## src/hw/rtl/fca_pkg.sv

```systemverilog
`default_nettype none
// ----------------------------------------------------------------------------
// fca_pkg
// Shared types, constants and helpers of the chain allocator.
// ----------------------------------------------------------------------------
package fca_pkg;

    localparam int TABLE_ENTRIES = 32;
    localparam int SECT_W        = $clog2(TABLE_ENTRIES);
    localparam int CNT_W         = SECT_W + 1;

    typedef logic [SECT_W-1:0] sect_t;
    typedef logic [CNT_W-1:0]  cnt_t;

    typedef enum logic [1:0] {
        ACT_CLEAR = 2'd0,
        ACT_ALLOC = 2'd1,
        ACT_FREE  = 2'd2,
        ACT_WALK  = 2'd3
    } action_t;

    typedef enum logic [1:0] {
        ST_OK        = 2'd0,
        ST_NO_SPACE  = 2'd1,
        ST_ZERO_CNT  = 2'd2,
        ST_UNUSED    = 2'd3
    } status_t;

    localparam sect_t LINK_END  = '0;
    localparam sect_t LINK_FREE = sect_t'(1);
    localparam logic signed [CNT_W-1:0] NONE_FREE = '1;

    typedef struct packed {
        logic  en;
        sect_t addr;
    } ram_rd_t;

    typedef struct packed {
        logic  en;
        sect_t addr;
        sect_t data;
    } ram_wr_t;

    typedef struct packed {
        logic    push;
        sect_t   sector;
        logic    last;
        status_t status;
    } result_t;

    // Value an entry holds after reset or clear; also what freeing writes.
    function automatic sect_t link_reset(input sect_t addr);
        return (addr < sect_t'(2)) ? LINK_END : LINK_FREE;
    endfunction

endpackage
`default_nettype wire

```

## src/hw/rtl/fca_link_ram.sv

```systemverilog
`default_nettype none
// ----------------------------------------------------------------------------
// fca_link_ram
// Link table: one write and one read port, registered read data, per-entry
// valid bits for the reset pattern and write-to-read forwarding.
// ----------------------------------------------------------------------------
module fca_link_ram
    import fca_pkg::*;
(
    input  wire logic    clk,
    input  wire logic    rst_n,
    input  wire logic    clr,
    input  wire ram_rd_t rd,
    input  wire ram_wr_t wr,
    output logic [SECT_W-1:0] rd_data
);

    sect_t                     mem [TABLE_ENTRIES];
    logic [TABLE_ENTRIES-1:0]  vld_reg;
    sect_t                     q_reg;
    sect_t                     addr_q_reg;
    logic                      vld_q_reg;
    logic                      fwd_hit_reg;
    sect_t                     fwd_data_reg;

    always_ff @(posedge clk)
    begin
        if (wr.en)
        begin
            mem[wr.addr] <= wr.data;
        end
        if (rd.en)
        begin
            q_reg        <= mem[rd.addr];
            addr_q_reg   <= rd.addr;
            fwd_data_reg <= wr.data;
        end
    end

    always_ff @(posedge clk or negedge rst_n)
    begin
        if (!rst_n)
        begin
            vld_reg     <= '0;
            vld_q_reg   <= 1'b0;
            fwd_hit_reg <= 1'b0;
        end
        else
        begin
            if (rd.en)
            begin
                vld_q_reg   <= vld_reg[rd.addr];
                fwd_hit_reg <= wr.en && (wr.addr == rd.addr);
            end
            if (clr)
            begin
                vld_reg <= '0;
            end
            else if (wr.en)
            begin
                vld_reg[wr.addr] <= 1'b1;
            end
        end
    end

    // Unwritten entries read as their reset value; a same-cycle write wins.
    always_comb
    begin
        if (fwd_hit_reg)
        begin
            rd_data = fwd_data_reg;
        end
        else if (vld_q_reg)
        begin
            rd_data = q_reg;
        end
        else
        begin
            rd_data = link_reset(addr_q_reg);
        end
    end

endmodule
`default_nettype wire

```

## src/hw/rtl/fca_ctrl.sv

```systemverilog
`default_nettype none
// ----------------------------------------------------------------------------
// fca_ctrl
// Sequencer: clear, allocate, free, walk on the link table; all but walk and
// refused allocate end in the summary scan: free count, lowest free sector.
// ----------------------------------------------------------------------------
module fca_ctrl
    import fca_pkg::*;
(
    input  wire logic    clk,
    input  wire logic    rst_n,
    input  wire logic    in_valid,
    output logic         in_ready,
    input  wire action_t action,
    input  wire sect_t   head_sector,
    input  wire cnt_t    count,
    output logic         clr,
    output ram_rd_t      rd,
    output ram_wr_t      wr,
    input  wire sect_t   rd_data,
    input  wire logic    slot_free,
    output result_t      res,
    output cnt_t         free_count,
    output logic signed [CNT_W-1:0] first_free
);

    typedef enum logic [2:0] {
        S_IDLE,
        S_ALLOC,
        S_ALLOC_END,
        S_FREE,
        S_WALK,
        S_SCAN,
        S_RESULT
    } state_t;

    state_t  state_reg, state_next;
    sect_t   head_reg, head_next;
    sect_t   cur_reg, cur_next;
    sect_t   prev_reg, prev_next;
    cnt_t    cnt_reg, cnt_next;
    cnt_t    remain_reg, remain_next;
    status_t status_reg, status_next;
    cnt_t    fc_reg, fc_next;
    logic signed [CNT_W-1:0] ff_reg, ff_next;

    sect_t   eval_idx;
    logic    link_stop;
    logic    cnt_top;

    assign eval_idx   = SECT_W'(cnt_reg - cnt_t'(1));
    assign link_stop  = (rd_data == LINK_END) || (rd_data == LINK_FREE);
    assign cnt_top    = (cnt_reg == cnt_t'(TABLE_ENTRIES - 1));
    assign free_count = fc_reg;
    assign first_free = ff_reg;

    always_comb
    begin
        state_next  = state_reg;
        head_next   = head_reg;
        cur_next    = cur_reg;
        prev_next   = prev_reg;
        cnt_next    = cnt_reg;
        remain_next = remain_reg;
        status_next = status_reg;
        fc_next     = fc_reg;
        ff_next     = ff_reg;
        in_ready    = 1'b0;
        clr         = 1'b0;
        rd          = '0;
        wr          = '0;
        res         = '0;

        case (state_reg)
            S_IDLE:
            begin
                in_ready = 1'b1;
                if (in_valid)
                begin
                    head_next   = head_sector;
                    cur_next    = head_sector;
                    prev_next   = head_sector;
                    cnt_next    = '0;
                    status_next = ST_OK;
                    remain_next = count - cnt_t'(1);
                    case (action)
                        ACT_CLEAR:
                        begin
                            clr        = 1'b1;
                            state_next = S_SCAN;
                        end
                        ACT_ALLOC:
                        begin
                            if (count == '0)
                            begin
                                status_next = ST_ZERO_CNT;
                                state_next  = S_RESULT;
                            end
                            else if (count > fc_reg)
                            begin
                                status_next = ST_NO_SPACE;
                                state_next  = S_RESULT;
                            end
                            else if (count == cnt_t'(1))
                            begin
                                wr.en      = 1'b1;
                                wr.addr    = head_sector;
                                wr.data    = LINK_END;
                                state_next = S_SCAN;
                            end
                            else
                            begin
                                state_next = S_ALLOC;
                            end
                        end
                        ACT_FREE:
                        begin
                            rd.en      = 1'b1;
                            rd.addr    = head_sector;
                            state_next = S_FREE;
                        end
                        ACT_WALK:
                        begin
                            rd.en      = 1'b1;
                            rd.addr    = head_sector;
                            state_next = S_WALK;
                        end
                        default:
                        begin
                            state_next = S_IDLE;
                        end
                    endcase
                end
            end

            S_ALLOC:
            begin
                // Read ahead one entry; link the previous one if it is free.
                if (cnt_reg < cnt_t'(TABLE_ENTRIES))
                begin
                    rd.en   = 1'b1;
                    rd.addr = cnt_reg[SECT_W-1:0];
                end
                cnt_next = cnt_reg + cnt_t'(1);
                if (cnt_reg != '0 && rd_data == LINK_FREE && eval_idx != head_reg)
                begin
                    wr.en       = 1'b1;
                    wr.addr     = prev_reg;
                    wr.data     = eval_idx;
                    prev_next   = eval_idx;
                    remain_next = remain_reg - cnt_t'(1);
                    if (remain_reg == cnt_t'(1))
                    begin
                        state_next = S_ALLOC_END;
                    end
                end
                if (cnt_reg == cnt_t'(TABLE_ENTRIES) && state_next == S_ALLOC)
                begin
                    cnt_next   = '0;
                    state_next = S_SCAN;
                end
            end

            S_ALLOC_END:
            begin
                wr.en      = 1'b1;
                wr.addr    = prev_reg;
                wr.data    = LINK_END;
                cnt_next   = '0;
                state_next = S_SCAN;
            end

            S_FREE:
            begin
                wr.en   = 1'b1;
                wr.addr = cur_reg;
                wr.data = link_reset(cur_reg);
                if (link_stop || cnt_top)
                begin
                    cnt_next   = '0;
                    state_next = S_SCAN;
                end
                else
                begin
                    rd.en    = 1'b1;
                    rd.addr  = rd_data;
                    cur_next = rd_data;
                    cnt_next = cnt_reg + cnt_t'(1);
                end
            end

            S_WALK:
            begin
                if (slot_free)
                begin
                    res.push   = 1'b1;
                    res.sector = cur_reg;
                    res.last   = link_stop || cnt_top;
                    res.status = ST_OK;
                    if (link_stop || cnt_top)
                    begin
                        state_next = S_IDLE;
                    end
                    else
                    begin
                        rd.en    = 1'b1;
                        rd.addr  = rd_data;
                        cur_next = rd_data;
                        cnt_next = cnt_reg + cnt_t'(1);
                    end
                end
            end

            S_SCAN:
            begin
                if (cnt_reg < cnt_t'(TABLE_ENTRIES))
                begin
                    rd.en   = 1'b1;
                    rd.addr = cnt_reg[SECT_W-1:0];
                end
                cnt_next = cnt_reg + cnt_t'(1);
                if (cnt_reg == '0)
                begin
                    fc_next = '0;
                    ff_next = NONE_FREE;
                end
                else if (rd_data == LINK_FREE)
                begin
                    fc_next = fc_reg + cnt_t'(1);
                    if (ff_reg == NONE_FREE)
                    begin
                        ff_next = signed'({1'b0, eval_idx});
                    end
                end
                if (cnt_reg == cnt_t'(TABLE_ENTRIES))
                begin
                    state_next = S_RESULT;
                end
            end

            S_RESULT:
            begin
                if (slot_free)
                begin
                    res.push   = 1'b1;
                    res.sector = head_reg;
                    res.last   = 1'b1;
                    res.status = status_reg;
                    state_next = S_IDLE;
                end
            end

            default:
            begin
                state_next = S_IDLE;
            end
        endcase
    end

    always_ff @(posedge clk or negedge rst_n)
    begin
        if (!rst_n)
        begin
            state_reg  <= S_IDLE;
            cnt_reg    <= '0;
            fc_reg     <= cnt_t'(TABLE_ENTRIES - 2);
            ff_reg     <= CNT_W'(2);
            status_reg <= ST_OK;
            head_reg   <= '0;
            cur_reg    <= '0;
            prev_reg   <= '0;
            remain_reg <= '0;
        end
        else
        begin
            state_reg  <= state_next;
            cnt_reg    <= cnt_next;
            fc_reg     <= fc_next;
            ff_reg     <= ff_next;
            status_reg <= status_next;
            head_reg   <= head_next;
            cur_reg    <= cur_next;
            prev_reg   <= prev_next;
            remain_reg <= remain_next;
        end
    end

endmodule
`default_nettype wire

```

## src/hw/rtl/fat_chain_allocator_unit.sv

```systemverilog
`default_nettype none
// ----------------------------------------------------------------------------
// fat_chain_allocator_unit
// Sector link table with chain allocate, free and walk over a stream port.
// ----------------------------------------------------------------------------
// The 32-entry link table sits in a one-read, one-write RAM with registered
// read data; all actions step through it one entry per cycle, a walk only
// while the output register can take its word, so the block takes one word
// at a time and holds s_axis_tready low until the action has run. Clear and
// a one-sector allocate run the accept step, the summary scan and the result
// step; an allocate of two or more sectors runs accept, a pass over the
// table that ends once the last sector is linked, the end-of-chain write,
// the scan and the result; a refused allocate runs accept and result; free
// runs accept, one step per chained sector, the scan and the result; a walk
// runs accept and one step per sector emitted. The result step and every
// walk step also wait while the output register holds a word the sink has
// not taken.
// The summary scan reads every entry to refresh the free count and lowest
// free sector reported in each result word. Entries come out of reset in
// their reset pattern through per-entry valid bits, so no clearing pass is
// needed and clear is as cheap as one scan. Results leave through an output
// register: a new input word is taken while the last result still waits.
// ----------------------------------------------------------------------------
module fat_chain_allocator_unit
    import fca_pkg::*;
(
    input  wire logic        clk,
    input  wire logic        rst_n,
    input  wire logic        s_axis_tvalid,
    output logic             s_axis_tready,
    // action[1:0], head_sector[6:2], count[12:7], zero fill
    input  wire logic [15:0] s_axis_tdata,
    output logic             m_axis_tvalid,
    input  wire logic        m_axis_tready,
    // sector[4:0], free_count[10:5], first_free[16:11], status[18:17], zero fill
    output logic [23:0]      m_axis_tdata,
    output logic             m_axis_tlast
);

    ram_rd_t rd;
    ram_wr_t wr;
    sect_t   rd_data;
    logic    clr;
    result_t res;
    cnt_t    free_count;
    logic signed [CNT_W-1:0] first_free;
    logic    slot_free;

    logic    out_valid_reg;
    sect_t   out_sector_reg;
    logic    out_last_reg;
    cnt_t    out_fc_reg;
    logic signed [CNT_W-1:0] out_ff_reg;
    status_t out_status_reg;

    // Output slot may be reloaded when empty or being drained this cycle.
    assign slot_free = !out_valid_reg || m_axis_tready;

    fca_link_ram u_ram (
        .clk     (clk),
        .rst_n   (rst_n),
        .clr     (clr),
        .rd      (rd),
        .wr      (wr),
        .rd_data (rd_data)
    );

    fca_ctrl u_ctrl (
        .clk          (clk),
        .rst_n        (rst_n),
        .in_valid     (s_axis_tvalid),
        .in_ready     (s_axis_tready),
        .action       (action_t'(s_axis_tdata[1:0])),
        .head_sector  (s_axis_tdata[6:2]),
        .count        (s_axis_tdata[12:7]),
        .clr          (clr),
        .rd           (rd),
        .wr           (wr),
        .rd_data      (rd_data),
        .slot_free    (slot_free),
        .res          (res),
        .free_count   (free_count),
        .first_free   (first_free)
    );

    // Hold the result word until the sink takes it.
    always_ff @(posedge clk or negedge rst_n)
    begin
        if (!rst_n)
        begin
            out_valid_reg <= 1'b0;
        end
        else if (res.push)
        begin
            out_valid_reg <= 1'b1;
        end
        else if (m_axis_tready)
        begin
            out_valid_reg <= 1'b0;
        end
    end

    always_ff @(posedge clk)
    begin
        if (res.push)
        begin
            out_sector_reg <= res.sector;
            out_last_reg   <= res.last;
            out_fc_reg     <= free_count;
            out_ff_reg     <= first_free;
            out_status_reg <= res.status;
        end
    end

    assign m_axis_tvalid = out_valid_reg;
    assign m_axis_tlast  = out_last_reg;
    assign m_axis_tdata  = {5'b0, out_status_reg, out_ff_reg, out_fc_reg, out_sector_reg};

endmodule
`default_nettype wire
```

## config.mk

```make
export PLATFORM = sky130hd
export DESIGN_NAME = fat_chain_allocator_unit
export DESIGN_NICKNAME = d
export VERILOG_FILES = /design/src/hw/rtl/fca_pkg.sv /design/src/hw/rtl/fca_link_ram.sv /design/src/hw/rtl/fca_ctrl.sv /design/src/hw/rtl/fat_chain_allocator_unit.sv
export SDC_FILE = /design/constraint.sdc
export NUM_CORES = 1
export LEC_CHECK = 0
export ABC_AREA = 1
export BUFFER_PORTS_ARGS = -buffer_cell sky130_fd_sc_hd__buf_2
export CAP_MARGIN = 20
export CORE_UTILIZATION = 48
export CTS_BUF_LIST = sky130_fd_sc_hd__clkbuf_4 sky130_fd_sc_hd__clkbuf_8
export DETAILED_ROUTE_END_ITERATION = 6
export GPL_TIMING_DRIVEN = 0
export PLACE_DENSITY = 0.67
export SLEW_MARGIN = 20
export SYNTH_ARGS = -nofsm -noshare
export SYNTH_HDL_FRONTEND = slang
export SYNTH_SLANG_ARGS = --single-unit
```

## constraint.sdc

```tcl
create_clock -name clk -period 3.05 [get_ports clk]
set_input_delay 0.4575 -clock clk [delete_from_list [all_inputs] [get_ports clk]]
set_output_delay 0.4575 -clock clk [all_outputs]
set_load 0.05 [all_outputs]
```

# ---- After elaboration in Yosys (flattened, before gate mapping)
# Memory sizes are Yosys's and may differ from the RTL's. A register that Yosys moved wholly into a read port is not among the register bits.
# Index checks and enable logic that the tools add are counted.
dict set report classes {
  n_reduce_logical 31
  n_eq_ne 26
  bitwise_logic 1
  mux 72
  add_sub_neg 5
  magnitude_cmp 7
}
# op count
set op_table {}
lappend op_table {{2-to-1 mux 6 bit} 17}
lappend op_table {{2-to-1 mux 11 bit} 6}
lappend op_table {{2-to-1 mux 32 bit} 2}
lappend op_table {{one-hot mux 11 bit (4 select lines)} 1}
lappend op_table {{2-to-1 mux 3 bit} 13}
lappend op_table {{one-hot mux 6 bit (6 select lines)} 1}
lappend op_table {{OR 32 bit} 1}
lappend op_table {{2-to-1 mux 5 bit} 6}
lappend op_table {{one-hot mux 6 bit (4 select lines)} 1}
lappend op_table {{one-hot mux 3 bit (7 select lines)} 1}
lappend op_table {{equality test 6 x 1 -> 1 bit, second input constant} 3}
lappend op_table {{2-to-1 mux 9 bit} 2}
lappend op_table {{one-hot mux 9 bit (2 select lines)} 1}
lappend op_table {{one-hot mux 5 bit (3 select lines)} 1}
lappend op_table {{2-to-1 mux 1 bit} 13}
lappend op_table {{adder 6 x 1 -> 6 bit, second input constant} 2}
lappend op_table {{zero test 6 bit} 2}
lappend op_table {{less-than comparator 5 x 6 -> 1 bit, second input constant} 2}
lappend op_table {{one-hot mux 3 bit (4 select lines)} 1}
lappend op_table {{one-hot mux 6 bit (2 select lines)} 1}
lappend op_table {{nonzero test 6 bit} 2}
lappend op_table {{subtractor 6 x 1 -> 6 bit, second input constant} 2}
lappend op_table {{less-than comparator 5 x 2 -> 1 bit, second input constant} 2}
lappend op_table {{one-hot mux 5 bit (2 select lines)} 1}
lappend op_table {{32 further kinds} 58}
dict set report totals {
  mem_bits_rw 160
  regBits 109
  out_inout_bits 27
  wordCells 163
  mem_count 1
  inputBits 20
}
# name words word_bits read_ports rd_ports_with_merged_regs wr line_no
set mem_list {}
lappend mem_list {u_ram.mem 32 5 1 1 1 fca_link_ram.sv:18} ;# sect_t mem [TABLE_ENTRIES];

# ---- Longest topological paths before layout
dict set report logic_depth {
  ltp_word 16
  ltp_mapped 19
  depth_no_buf 19
}

# ---- By module
# A second synthesis with hierarchy kept.
dict set report hier_totals {
  hier_cells 1298
  area_unflattened_um2 12674.7
}
# mod instances cells_each seq_area_each_um2 area_per_inst_um2
set by_module_without_submodules {}
lappend by_module_without_submodules {fca_link_ram 1 805 6075.8 8668.3}
lappend by_module_without_submodules {fca_ctrl 1 462 1107.3 3319.4}
lappend by_module_without_submodules {fat_chain_allocator_unit 1 31 625.6 686.9}

# ---- Worst setup path after synthesis
# No wires, ideal clock.
dict set report synth_path {
  path_type {register to register}
  start {register u_ctrl.cnt_reg[0]}
  end {register u_ram.fwd_data_reg[4] (data pin)}
  period_less_slack_ps 2969
  path_buffers 1
  slack_ps 81
  arrival_time_ps 2587
  path_stages_with_launch 11
  cell_sequence {dfrtp_1 -> inv_1 -> buf_2 -> ha_1 -> nand2_1 -> nand2_1 -> nand2_2 -> xor2_2 -> nand4_2 -> nand3_1 -> a21oi_1}
}
# element line_no
set synth_lines {}
lappend synth_lines {{start, declared} fca_ctrl.sv:41} ;# cnt_t cnt_reg, cnt_next;
lappend synth_lines {{start signal, assigned} fca_ctrl.sv:277} ;# cnt_reg <= cnt_next;
lappend synth_lines {{end signal, assigned} fca_link_ram.sv:36} ;# fwd_data_reg <= wr.data;
lappend synth_lines {{end, declared} fca_link_ram.sv:24} ;# sect_t fwd_data_reg;

# ---- Worst setup path after layout
dict set report layout_path {
  start {register u_ctrl.state_reg[0]}
  end {memory u_ram.mem[14][0] in the netlist's numbering, enable pin}
}
dict set report layout_between {
  elab_chain_len 4
  elab_cells_between_ends 7
  classes_between {3 x eq/ne; 3 x mux; 1 x reduce/logical}
}
# element line_no
set layout_rtl {}
lappend layout_rtl {{start, declared} fca_ctrl.sv:37} ;# state_t state_reg, state_next;
lappend layout_rtl {{start signal, assigned} fca_ctrl.sv:276} ;# state_reg <= state_next;
lappend layout_rtl {{equality test 3 x 2 -> 1 bit, or another cell as far along} fca_ctrl.sv:74} ;# case (state_reg)
lappend layout_rtl {{one-hot mux 11 bit (4 select lines) *} fca_ctrl.sv:74}
lappend layout_rtl {{2-to-1 mux 1 bit} fca_link_ram.sv:28} ;# if (wr.en)
lappend layout_rtl {{2-to-1 mux 1 bit (not written as such)} fca_link_ram.sv:30} ;# mem[wr.addr] <= wr.data;
lappend layout_rtl {{end, declared} fca_link_ram.sv:18}
# Mark *: on every way between the ends. The rest lies on a longest branch, timed or not.

==> metrics.txt <==
row cnt 60; Final Hold Vio Count 0; Die Area 28,100 um2; Die W 168 um; Final Slew Violations 0; Total Power 14.9 mW; clk slew on worst S/H paths 0.06 ns; Starting Density 0.489; leakage power 6.39 nW; Cells after Synth 1,317; top-level I/O count 47; Post-Syn Area 13,100 um2; DRT Wirelength 35,400 um; Finished Cell Area 15,400 um2; Min Hold Slack 0.206 ns; Largest register FFs 160; FILL cells 2,353; worst slew pin tran 0.901 ns; #FFs+latches synth 273; H-tree depth 2; core box area 26,900 um2; Clock Path Buffers 3; pwr/cell area 965 nW/um2; DRT Pass-1 Iters 5; fin crit share 0.969; Psw 6.31 mW; reg2reg path depth 9; most frequent cells in the layout nand2_1 (252), edfxtp_1 (194), nand3_1 (163); setup tns final 0 ns; CTS tree done; antenna diode count 0; Routed Antenna Nets 0; CTS buffer count 45; Cell Int Power 8.57 mW; utilization after layout 0.574; hold path depth 3; ys flop type edfxtp_1; initial antenna violation count 0; Clk network pwr share 0.218; Final min period 2.95 ns; # nets final 1,463; setup ws final 0.0956 ns; Die Y 168 um; GP Congestion 0.932; CP arrival 3.23 ns; Clk Latency, worst-skew pair 0.60 ns; CTS sink cnt 273; EDFF count, synth 194; WP data required 3.32 ns; sequential element share of the synthesized area 0.594; combinational power share 0.435; GRT overflow 0; part of the power in registers 0.347; Non-Filler Instances 1,805; Area Overhead vs Synth 17.2%; number of global-route vias before repair 9,811; IO Port Bufs 38; Max VDD drop 0.468 mV; Place WS -0.722 ns; Placed Area 14,000 um2; Crit Path Max Fanout 10; commonest non-fill, non-tap cell in the layout nand2_1; Final Setup Violations 0; cell count after placement 1,706; syn avg cell area 9.98 um2; largest net degree at the start of global routing 42; clock root buffer clkbuf_8; max_cap viols 0; Critical Path Source Type flip-flop; DR vias/cell 5.60; CP Capture Type flip-flop; post-route clock skew 0.0429 ns; first-pass GRT wire length 55,100 um; layout cells sized above 1 0.227; drt wl/cell 19.6 um; Ys Warns 0; Final HPWL DP 25,300 um; DR iter-0 viols 979; All-Layer GR Usage 0.257; status completed; Worst Hold Class primary input to flip-flop; total number of vias 10,108; largest area contributor in the netlist edfxtp_1; largest cells by area after synthesis edfxtp_1 (44%), dfrtp_1 (14%), nand2_1 (7.4%); Net Sw Frac 0.424; FMAX 338 MHz; # DRC 0; Cell variety after synth 54; CP Class flip-flop to flip-flop; Slew HR 0.397; share of the synthesized area in the top cell type 0.443; Synth async-reset ratio 0.289
timing repair:
action                     CTS  global route
gates resized for setup     56            54
pin swaps                    8            22
setup buffers                4            11
hold buffers                 1             0
hold endpoints to repair    38             0
setup endpoints to repair  298           235
cell families (layout without fill, tap and decap cells):
group | Yosys count | count (layout) | share of synthesized area
compound gates | 162 | 162 | 0.0773
xor+xnor | 14 | 14 | 0.00990
fa+ha+maj | 15 | 15 | 0.0143
buf+inv | 198 | 341 | 0.0653
flops | 273 | 273 | 0.594
mux | 1 | 1 | 0.000761
other cells | 1 | 5 | 0.000285
simple gates | 653 | 653 | 0.238
worst max-delay path: stages, from the launching register on:
cell and delay, ns:
dfrtp_1 0.47, inv_2 0.14, nor2_2 0.06, nand2_2 0.19, clkinv_1 0.37, a22oi_1 0.50, nand3_4 0.21, nor2_4 0.27
inv_2 0.15, nor2_4 0.27
Yosys cell counts, types with 5 or more instances:
cell,count
nand2_1,260
edfxtp_1,194
nand3_1,176
inv_1,123
nor2_1,95
dfrtp_1,74
o211ai_1,53
o21ai_0,47
or2_1,36
buf_2,29
a21oi_1,28
inv_2,18
nor2_2,18
ha_1,15
buf_4,13
nor3_1,12
nand2_2,10
nand4_1,10
xor2_1,10
clkbuf_1,8
nor2_4,8
a31oi_1,7
o22ai_1,7
a22oi_1,6
dfstp_2,5
nand4_2,5
per-layer routing:
layer  part of all wire  global-route usage
met5                  0                   0
met4              0.030              0.0897
met2               0.46               0.414
met3              0.084              0.0537
met1               0.42               0.347
power groups by stage:
stage               Combinational [mW]  Sequential (mW)  Clock (mW)
floorplan                         3.92             5.41           0
global placement                  5.76             5.23           0
detailed placement                5.98             5.23           0
CTS                               6.19             5.16        3.29
global route                      7.07             5.23        3.44
finish                            6.47             5.17        3.24
final timing paths:
| path | start | to | slack [ns] |
|---|---|---|---|
| max | u_ctrl.state_reg[0] | u_ram.mem[14][0] | 0.1 |
| min | s_axis_tdata[3] | u_ctrl.prev_reg[1] | 0.21 |
| max reg2reg | u_ctrl.state_reg[0] | u_ram.mem[14][0] | 0.1 |
| min reg2reg | u_ctrl.free_count[5] | out_fc_reg[5] | 0.45 |
| max in group asynchronous | rst_n | u_ctrl.free_count[3] | 1.94 |
| min in group asynchronous | rst_n | u_ram.vld_reg[31] | 0.40 |
area by class of cell:
type                    instances  area, um2  share of cell area
plain buffers                  56        345              0.0224
clock buffers                  65        788              0.0511
clock inverters                18        124             0.00804
inverters                     142        549              0.0356
multi-input cells             850       4890               0.317
flip-flops and latches        273       7810               0.507
well taps                     341        427              0.0277
repair buffers                 60        478              0.0310
(Power assumes the default switching activity.)
